`config.mk`:
```
export PLATFORM = sky130hd
export DESIGN_NAME = rwf_lane
export DESIGN_NICKNAME = d
export VERILOG_FILES = /design/src/rtl/rwf_pkg.sv /design/src/rtl/rwf_lane.sv
export SDC_FILE = /design/constraint.sdc
export NUM_CORES = 1
export LEC_CHECK = 0
export BUFFER_PORTS_ARGS = -buffer_cell sky130_fd_sc_hd__buf_2
export CORE_MARGIN = 2
export CORE_UTILIZATION = 55
export DETAILED_ROUTE_END_ITERATION = 10
export PLACE_DENSITY = 0.81
export SLEW_MARGIN = 20
export SYNTH_ARGS = -nofsm -noshare
export SYNTH_HDL_FRONTEND = slang
export SYNTH_SLANG_ARGS = --single-unit
```
`constraint.sdc`:
```
create_clock -name clock -period 29.5 [get_ports clock]
set_input_delay 0 -clock clock [delete_from_list [all_inputs] [get_ports clock]]
set_output_delay 0 -clock clock [all_outputs]
set_load 0.005 [all_outputs]
```
`src/rtl/rwf_pkg.sv`:
```
// ----------------------------------------------------------------------------
// rwf_pkg: shared types and constants
// Types, mode codes and sizes of the 3x3 RGB window filter.
// ----------------------------------------------------------------------------
package rwf_pkg;
   localparam int MaxWidth = 1024;
   localparam int AddrW    = 10;
   localparam int PixW     = 24;
   localparam int MaxHeight = 4096;

   typedef enum logic [1:0] {
      MODE_MEDIAN = 2'd0,
      MODE_GAUSS  = 2'd1,
      MODE_SOBELX = 2'd2,
      MODE_SOBELY = 2'd3
   } mode_type;

   localparam logic [1:0] CSR_MODE   = 2'd0;
   localparam logic [1:0] CSR_WIDTH  = 2'd1;
   localparam logic [1:0] CSR_HEIGHT = 2'd2;

   typedef logic [7:0] chan_win_type [9];

   // position data carried alongside the window through the pipe
   typedef struct packed {
      logic        emit;
      logic [11:0] row;
      logic [9:0]  col;
      logic        done;
   } tag_type;
endpackage

```
`src/rtl/rwf_lane.sv`:
```
// ----------------------------------------------------------------------------
// rwf_lane: one color channel of the filter
// Two registered stages: partial sums/sort network, then final select.
// ----------------------------------------------------------------------------
module rwf_lane (
   input  logic                clock,
   input  logic                adv,
   input  rwf_pkg::mode_type   mode,
   input  rwf_pkg::chan_win_type win,
   output logic [7:0]          result
);
   // stage 1 registers
   logic [7:0] rowmed_ff [3], rowmed_in [3];
   logic [7:0] rowmin_ff [3], rowmin_in [3];
   logic [7:0] rowmax_ff [3], rowmax_in [3];
   logic [9:0] plus_ff, plus_in, minus_ff, minus_in;
   logic [7:0] gauss_ff, gauss_in;
   rwf_pkg::mode_type mode_ff;
   logic [7:0] result_ff, result_in;

   function automatic logic [7:0] mx(input logic [7:0] a, input logic [7:0] b);
      return (a > b) ? a : b;
   endfunction
   function automatic logic [7:0] mn(input logic [7:0] a, input logic [7:0] b);
      return (a > b) ? b : a;
   endfunction
   function automatic logic [7:0] md(input logic [7:0] a, input logic [7:0] b,
                                     input logic [7:0] c);
      return mx(mn(a, b), mn(mx(a, b), c));
   endfunction

   always_comb begin
      for (int r = 0; r < 3; r++) begin
         rowmin_in[r] = mn(mn(win[3*r], win[3*r+1]), win[3*r+2]);
         rowmax_in[r] = mx(mx(win[3*r], win[3*r+1]), win[3*r+2]);
         rowmed_in[r] = md(win[3*r], win[3*r+1], win[3*r+2]);
      end
      gauss_in = 8'({4'd0, win[0][7:4]} + {4'd0, win[2][7:4]} + {4'd0, win[6][7:4]}
               + {4'd0, win[8][7:4]} + {3'd0, win[1][7:3]} + {3'd0, win[3][7:3]}
               + {3'd0, win[5][7:3]} + {3'd0, win[7][7:3]} + {2'd0, win[4][7:2]});
      if (mode == rwf_pkg::MODE_SOBELX) begin
         plus_in  = {2'd0, win[2]} + {1'b0, win[5], 1'b0} + {2'd0, win[8]};
         minus_in = {2'd0, win[0]} + {1'b0, win[3], 1'b0} + {2'd0, win[6]};
      end else begin
         plus_in  = {2'd0, win[6]} + {1'b0, win[7], 1'b0} + {2'd0, win[8]};
         minus_in = {2'd0, win[0]} + {1'b0, win[1], 1'b0} + {2'd0, win[2]};
      end
   end

   always_ff @(posedge clock) begin
      if (adv) begin
         rowmin_ff <= rowmin_in;
         rowmax_ff <= rowmax_in;
         rowmed_ff <= rowmed_in;
         plus_ff   <= plus_in;
         minus_ff  <= minus_in;
         gauss_ff  <= gauss_in;
         mode_ff   <= mode;
      end
   end

   // median of nine = med(max of row mins, med of row meds, min of row maxes)
   logic [9:0] diff;
   always_comb begin
      diff = (plus_ff >= minus_ff) ? plus_ff - minus_ff : minus_ff - plus_ff;
      case (mode_ff)
         rwf_pkg::MODE_MEDIAN:
            result_in = md(mx(mx(rowmin_ff[0], rowmin_ff[1]), rowmin_ff[2]),
                           md(rowmed_ff[0], rowmed_ff[1], rowmed_ff[2]),
                           mn(mn(rowmax_ff[0], rowmax_ff[1]), rowmax_ff[2]));
         rwf_pkg::MODE_GAUSS: result_in = gauss_ff;
         default: result_in = (diff > 10'd255) ? 8'd255 : diff[7:0];
      endcase
   end

   always_ff @(posedge clock) begin
      if (adv) result_ff <= result_in;
   end
   assign result = result_ff;
endmodule

```
==> run metrics, run 1 <==
Pre-Repair DR Iteration Count 7; CTS tree built; multi-input logic area roughly 0.01 sq mm; Register Area 0.00330 sq mm; grt ovf 0; Ys Warns 0; dominant synthesized flop cell edfxtp_1; share of cells above drive strength 1 0.125; I/O Buffers slightly above 80; Synth Cell Area 0.0141 sq mm; worst-skew pair later-pin latency 0.37 ns; setup bufs post-CTS 0; wirelength, routed 39.6 mm; post-route ant nets 0; drc violations 0; GP Congestion a little under 1; commonest non-fill, non-tap cells in the layout 241 x ha_1, 196 x inv_1, 145 x a21oi_1, 110 x edfxtp_1, 98 x nor2_1; CP Data Required Time 29.59 ns; Die Y between 150 and 200 um; Synth-to-Final Area Change 7.84%; NumNets Final slightly below 2000; sequential-to-total area share from yosys stat 0.234; IO Pins 84; Max transition margin 0.289; fin crit period 12.29 ns; ys async rst share 0; root buf cell clkbuf_16; final hold viol count 0; CP Launch Type flop; Layout Cells excl Fill 1917; CTS Sinks 110; number of synthesized flops with an enable pin 110; initial antenna violation count 1; count of cell types in the netlist 71; CP max-delay cell o21ai_1; Avg Cell Area, Syn 9.34 sq um; total power draw approximately 0.0019 W; largest net degree at the start of global routing 76; leak pwr 7.33 nW; Starting Density 0.561; status complete, no violations; Final Cycle Share 0.417; Syn Inst Count 1513; Final setup viols 0; commonest non-fill, non-tap cell in the layout ha_1; # resized after CTS 0; GRT Total Usage 0.302; first-pass GRT wire length 61.7 mm; Clk pin slew, worst setup/hold paths 0.08 ns; CTS Buffer Depth 2; Fill cells 2120; CTS H-tree depth 3; Post-DP HPWL 33.1 mm; CORE AREA between 0.02 and 0.03 sq mm; Antenna diodes 0; Die X 164 um; worst ir drop on vdd 217 uV; maxcap violations 0; Worst Path Max Fanout 23; # placed instances 1898; fmax between 0.08 and 0.09 GHz; Die ar. 0.0270 sq mm; Setup TNS 0 ns; Rows between 50 and 60; Power per Cell Area 123 mW/mm^2; RSZ-0062 raised after global routing no; DR vias ~12000; fin. max-slew vios 0; peak per-stage delay on the critical path 0.52 ns; Worst-Margin Slew 1.07 ns; #FFs+latches synth 110; CP arrival about 12 ns; Setup Skew 0.0132 ns; vias in the first global route 11500; crit end category flop; Worst Setup Path Type flop to flop; Post-Syn Nets around 1900; DR vias/cell between 6 and 7; CTS Buf Count 9; routed len/inst 20.7 um; post-layout util 0.605; initial drt markers 962; HP Class input pin to flop
==> area by class of cell <==
cell class | instances | share of cell area
Clock buffer | 9 | 0.0148
Clock inverter | 7 | 0.00681
Inverter | 197 | 0.0485
Multi-Input combinational cell | 1172 | 0.654
Sequential cell | 110 | 0.217
Tap cell | 330 | 0.0271
Timing Repair Buffer | 92 | 0.0322
==> logic make-up (layout without fill, tap and decap cells) <==
family | Yosys count | in the layout | share of synthesized area
AO/OA/AOI/OAI | 399 | 399 | 0.174
adder cells (fa/ha/maj) | 299 | 299 | 0.294
AND/OR/NAND/NOR | 289 | 289 | 0.101
buffers and inverters | 231 | 305 | 0.0619
multiplexers | 153 | 153 | 0.115
flip-flops | 110 | 110 | 0.234
XOR/XNOR | 32 | 32 | 0.0198
==> through the flow <==
step / setup WS [ns] / instance area (sq um) / hold slack [ns]
finish: 17.21 / 15200 / 0.0801
detailed placement: 17.39 / 14900 / 0.194
floorplan: 18.75 / 14100 / 0.0989
global placement: 17.51 / 14900 / 0.198
global route: 16.31 / 15200 / 0.122
CTS: 17.35 / 15200 / 0.0756
==> worst max-delay path: cells and delay by family (launching register included) <==
kind,cells,cell delay (ns)
flip-flops,1,0.46
buffers and inverters,5,1.12
adder cells (fa/ha/maj),6,1.55
AND/OR/NAND/NOR,12,2.38
multiplexers,1,0.38
AO/OA/AOI/OAI,31,6.09
==> timing repair <==
action	in CTS	in global routing
setup endpoints to repair	0	0
hold buffers	2	0
endpoints found under the hold margin	2	0
==> power by group <==
| group | internal, W | total, W | switching [W] |
|---|---|---|---|
| logic | 0.000601 | 0.00148 | 0.000880 |
| clock network | 0.0000692 | 0.000133 | 0.0000638 |
| registers | 0.000236 | 0.000260 | 0.0000249 |
==> state kept, by name, indices dropped and copies added (netlist names) <==
signal	cells
rowmed_ff	24
plus_ff	10
rowmax_ff	24
rowmin_ff	24
gauss_ff	8
result	8
minus_ff	10
mode_ff	2
==> synthesized netlist by cell type, drive strengths merged (3+ instances only) <==
library cell    n  area, sq um
o211ai         10         80.1
o21a           32          240
clkbuf         26         97.6
o21bai         16          120
nand2          46          173
fa             56         1120
o21ai          91          455
a211oi          7         52.6
buf             8         37.5
a22oi           4         30.0
a31oi           5         31.3
nand4          12         75.1
mux2           77          867
a221oi          5         43.8
mux2i          76          761
nor4            4         31.3
a21oi         146          734
and4            4         35.0
xor2            8         70.1
and2            6         37.5
nand2b         19          119
nor3            9         56.3
inv           196          736
ha            241         3020
o31a            5         43.8
xnor2          24          210
a21boi          4         33.8
nor2b          23          144
o311ai          3         26.3
nand3          36          180
or2             6         37.5
edfxtp        110         3300
a21o           44          330
nor2           99          374
and3           19          124
o31ai           7         52.6
==> worst paths after layout <==
kind,startpoint,end,slack (ns),depth (start not counted)
setup / recovery,rowmed_ff[9]$_DFFE_PP_,result[4]$_DFFE_PP_,17.21,55
hold / removal,win[0],rowmax_ff[0]$_DFFE_PP_,0.08,3
setup reg to reg,rowmed_ff[9]$_DFFE_PP_,result[4]$_DFFE_PP_,17.21,55
hold reg to reg,gauss_ff[7]$_DFFE_PP_,result[7]$_DFFE_PP_,0.58,2
==> per-layer routing <==
| metal | up-vias | wire length [um] | global-route usage |
|---|---|---|---|
| met5 | - | 0 | 0 |
| met4 | 0 | 1840 | 0.134 |
| met3 | 73 | 3030 | 0.0295 |
| met2 | 487 | 18400 | 0.499 |
| met1 | 5586 | 16300 | 0.402 |
| li1 | 5599 | - | - |
No activity file was read; power rests on OpenSTA's default activity.
==> run 2: changes to the inputs <==
Clock period 29.5 ns to 11.9 ns, I/O delays scaled along.
==> run 2 against run 1 <==
Compared with the run above:
- critical path depth decreased by 3
- cell count grew 0.37%
- largest power group unchanged
- combinational power increased to 2.6 times the previous value
- worst hold slack improved by 0.0021 ns
- register-to-register slack lost 16 ns
- critical path type unchanged
- non-clock buffer count up 7
- die area unchanged
- design area increased by 0.49%
- core utilization increased by 0.30 points
- via count grew 0.83%
==> run metrics, run 2 (synthesis results as in run 1) <==
status complete, no violations; IO Pins 84; Pre-Repair DR Iteration Count 5; Reg power frac 0.133; Register Area 0.00330 sq mm; Worst-Margin Slew 1.09 ns; fmax 0.0895 GHz; CORE AREA 0.0252 sq mm; wirelength, routed 39.4 mm; internal power 0.00238 W; fin crit period 11.17 ns; Power per Cell Area 316 mW/mm^2; Critical path buffers and inverters 4; Sw Share 0.507; CTS Buffer Depth 2; # placed instances 1903; Starting Density 0.561; initial antenna violation count 1; Final Cycle Share 0.938; leak pwr ~7.4 nW; root buf cell clkbuf_16; worst hold slack 0.0822 ns; post-layout util 0.608; maxcap violations 0; commonest non-fill, non-tap cells in the layout 241 x ha_1, 196 x inv_1, 145 x a21oi_1, 110 x edfxtp_1, 98 x nor2_1; vias in the first global route 11400; Die X ~160 um; Clk pin slew, worst setup/hold paths 0.08 ns; CP dominant cell by count o21a_1; crit end category flop; I/O Buffers 83; initial drt markers 961; CTS H-tree depth 3; NumNets Final 1962; Worst Setup Path Type flop to flop; GRT Total Usage 0.301; DR vias 11800; Worst Path Max Fanout 23; CP arrival 11.26 ns; Post-DP HPWL around 33 mm; delay-heaviest family, CP compound AO/OA/AOI/OAI gates; first-pass GRT wire length around 62 mm; CTS Buf Count 9; largest net degree at the start of global routing 84; CP Launch Type flop; worst-skew pair later-pin latency 0.37 ns; routed len/inst 20.5 um; Clk network pwr share 0.067; Final setup viols 0; DR vias/cell slightly above 6; drc violations 0; Synth-to-Final Area Change 8.38%; Fill cells 2140; post-route ant nets 0; largest registers rowmax_ff (24), rowmed_ff (24), rowmin_ff (24); CP Data Required Time 11.99 ns; CTS tree built; CP max-delay cell edfxtp_1; multi-input logic area around 0.01 sq mm; GP Congestion 0.989; grt ovf 0; Rows 58; share of cells above drive strength 1 0.133; Setup Skew between 0.01 and 0.015 ns; Layout Cells excl Fill 1924; Logic pwr share 0.800; net load switching power approximately 0.0025 W; fin. max-slew vios 0; Die ar. 0.0270 sq mm; peak per-stage delay on the critical path 0.48 ns; final hold viol count 0; CTS Sinks 110; Antenna diodes 0; Die Y about 160 um; Max transition margin 0.266; commonest non-fill, non-tap cell in the layout ha_1; worst ir drop on vdd 371 uV; HP Class input pin to flop
run 2: path summary, 6_finish.rpt:
check | from | endpoint | slack [ns] | cells after the start
hold / removal | win[0] | rowmax_ff[0]$_DFFE_PP_ | 0.08 | 3
setup reg to reg | rowmed_ff[17]$_DFFE_PP_ | result[5]$_DFFE_PP_ | 0.73 | 52
hold reg to reg | gauss_ff[7]$_DFFE_PP_ | result[7]$_DFFE_PP_ | 0.57 | 2
setup / recovery | rowmed_ff[17]$_DFFE_PP_ | result[5]$_DFFE_PP_ | 0.73 | 52
run 2: power groups by stage:
stage	sequential [W]	combinational, W	clock, W
floorplan	0.000623	0.00270	0
global placement	0.000648	0.00362	0
detailed placement	0.000652	0.00365	0
CTS	0.000644	0.00368	0.000323
global route	0.000654	0.00433	0.000338
finish	0.000645	0.00387	0.000322
run 2: worst reg2reg max path, delay by kind of cell, from the launching register on:
kind,cells,cell delay (ns)
AO/OA/AOI/OAI,28,5.27
flip-flops,1,0.48
buffers and inverters,4,0.65
adder cells (fa/ha/maj),6,1.74
AND/OR/NAND/NOR,12,2.17
multiplexers,2,0.61
run 2: layout make-up:
class,count,area share
multi-input combinational,1172,0.653
tap,330,0.0270
timing repair buffer,99,0.0357
sequential,110,0.216
inverter,197,0.0485
clock buffer,9,0.0147
clock inverter,7,0.00572
run 2: what timing repair did:
action	in CTS	in global routing
buffers inserted	0	3
gates resized for setup	0	9
setup endpoints to repair	0	8
endpoints found under the hold margin	2	0
hold buffers	2	0
run 2: stage by stage:
stage / setup WS (ns) / TNS, ns / area [sq um] / total power (W)
6_report: 0.733 / 0 / 15300 / 0.00483
5_1_grt: -0.0493 / -0.146 / 15300 / 0.00532
4_1_cts: 0.436 / 0 / 15300 / 0.00465
3_5_place_dp: 0.520 / 0 / 14900 / 0.00430
3_3_place_gp: 0.677 / 0 / 14900 / 0.00427
2_1_floorplan: 1.15 / 0 / 14100 / 0.00333
run 2: per-layer routing:
metal,GRT usage,vias up,part of all wire
li1,-,5619,-
met1,0.397,5688,0.43
met2,0.496,453,0.46
met3,0.0316,81,0.064
met4,0.141,2,0.050
met5,0,-,0.00033
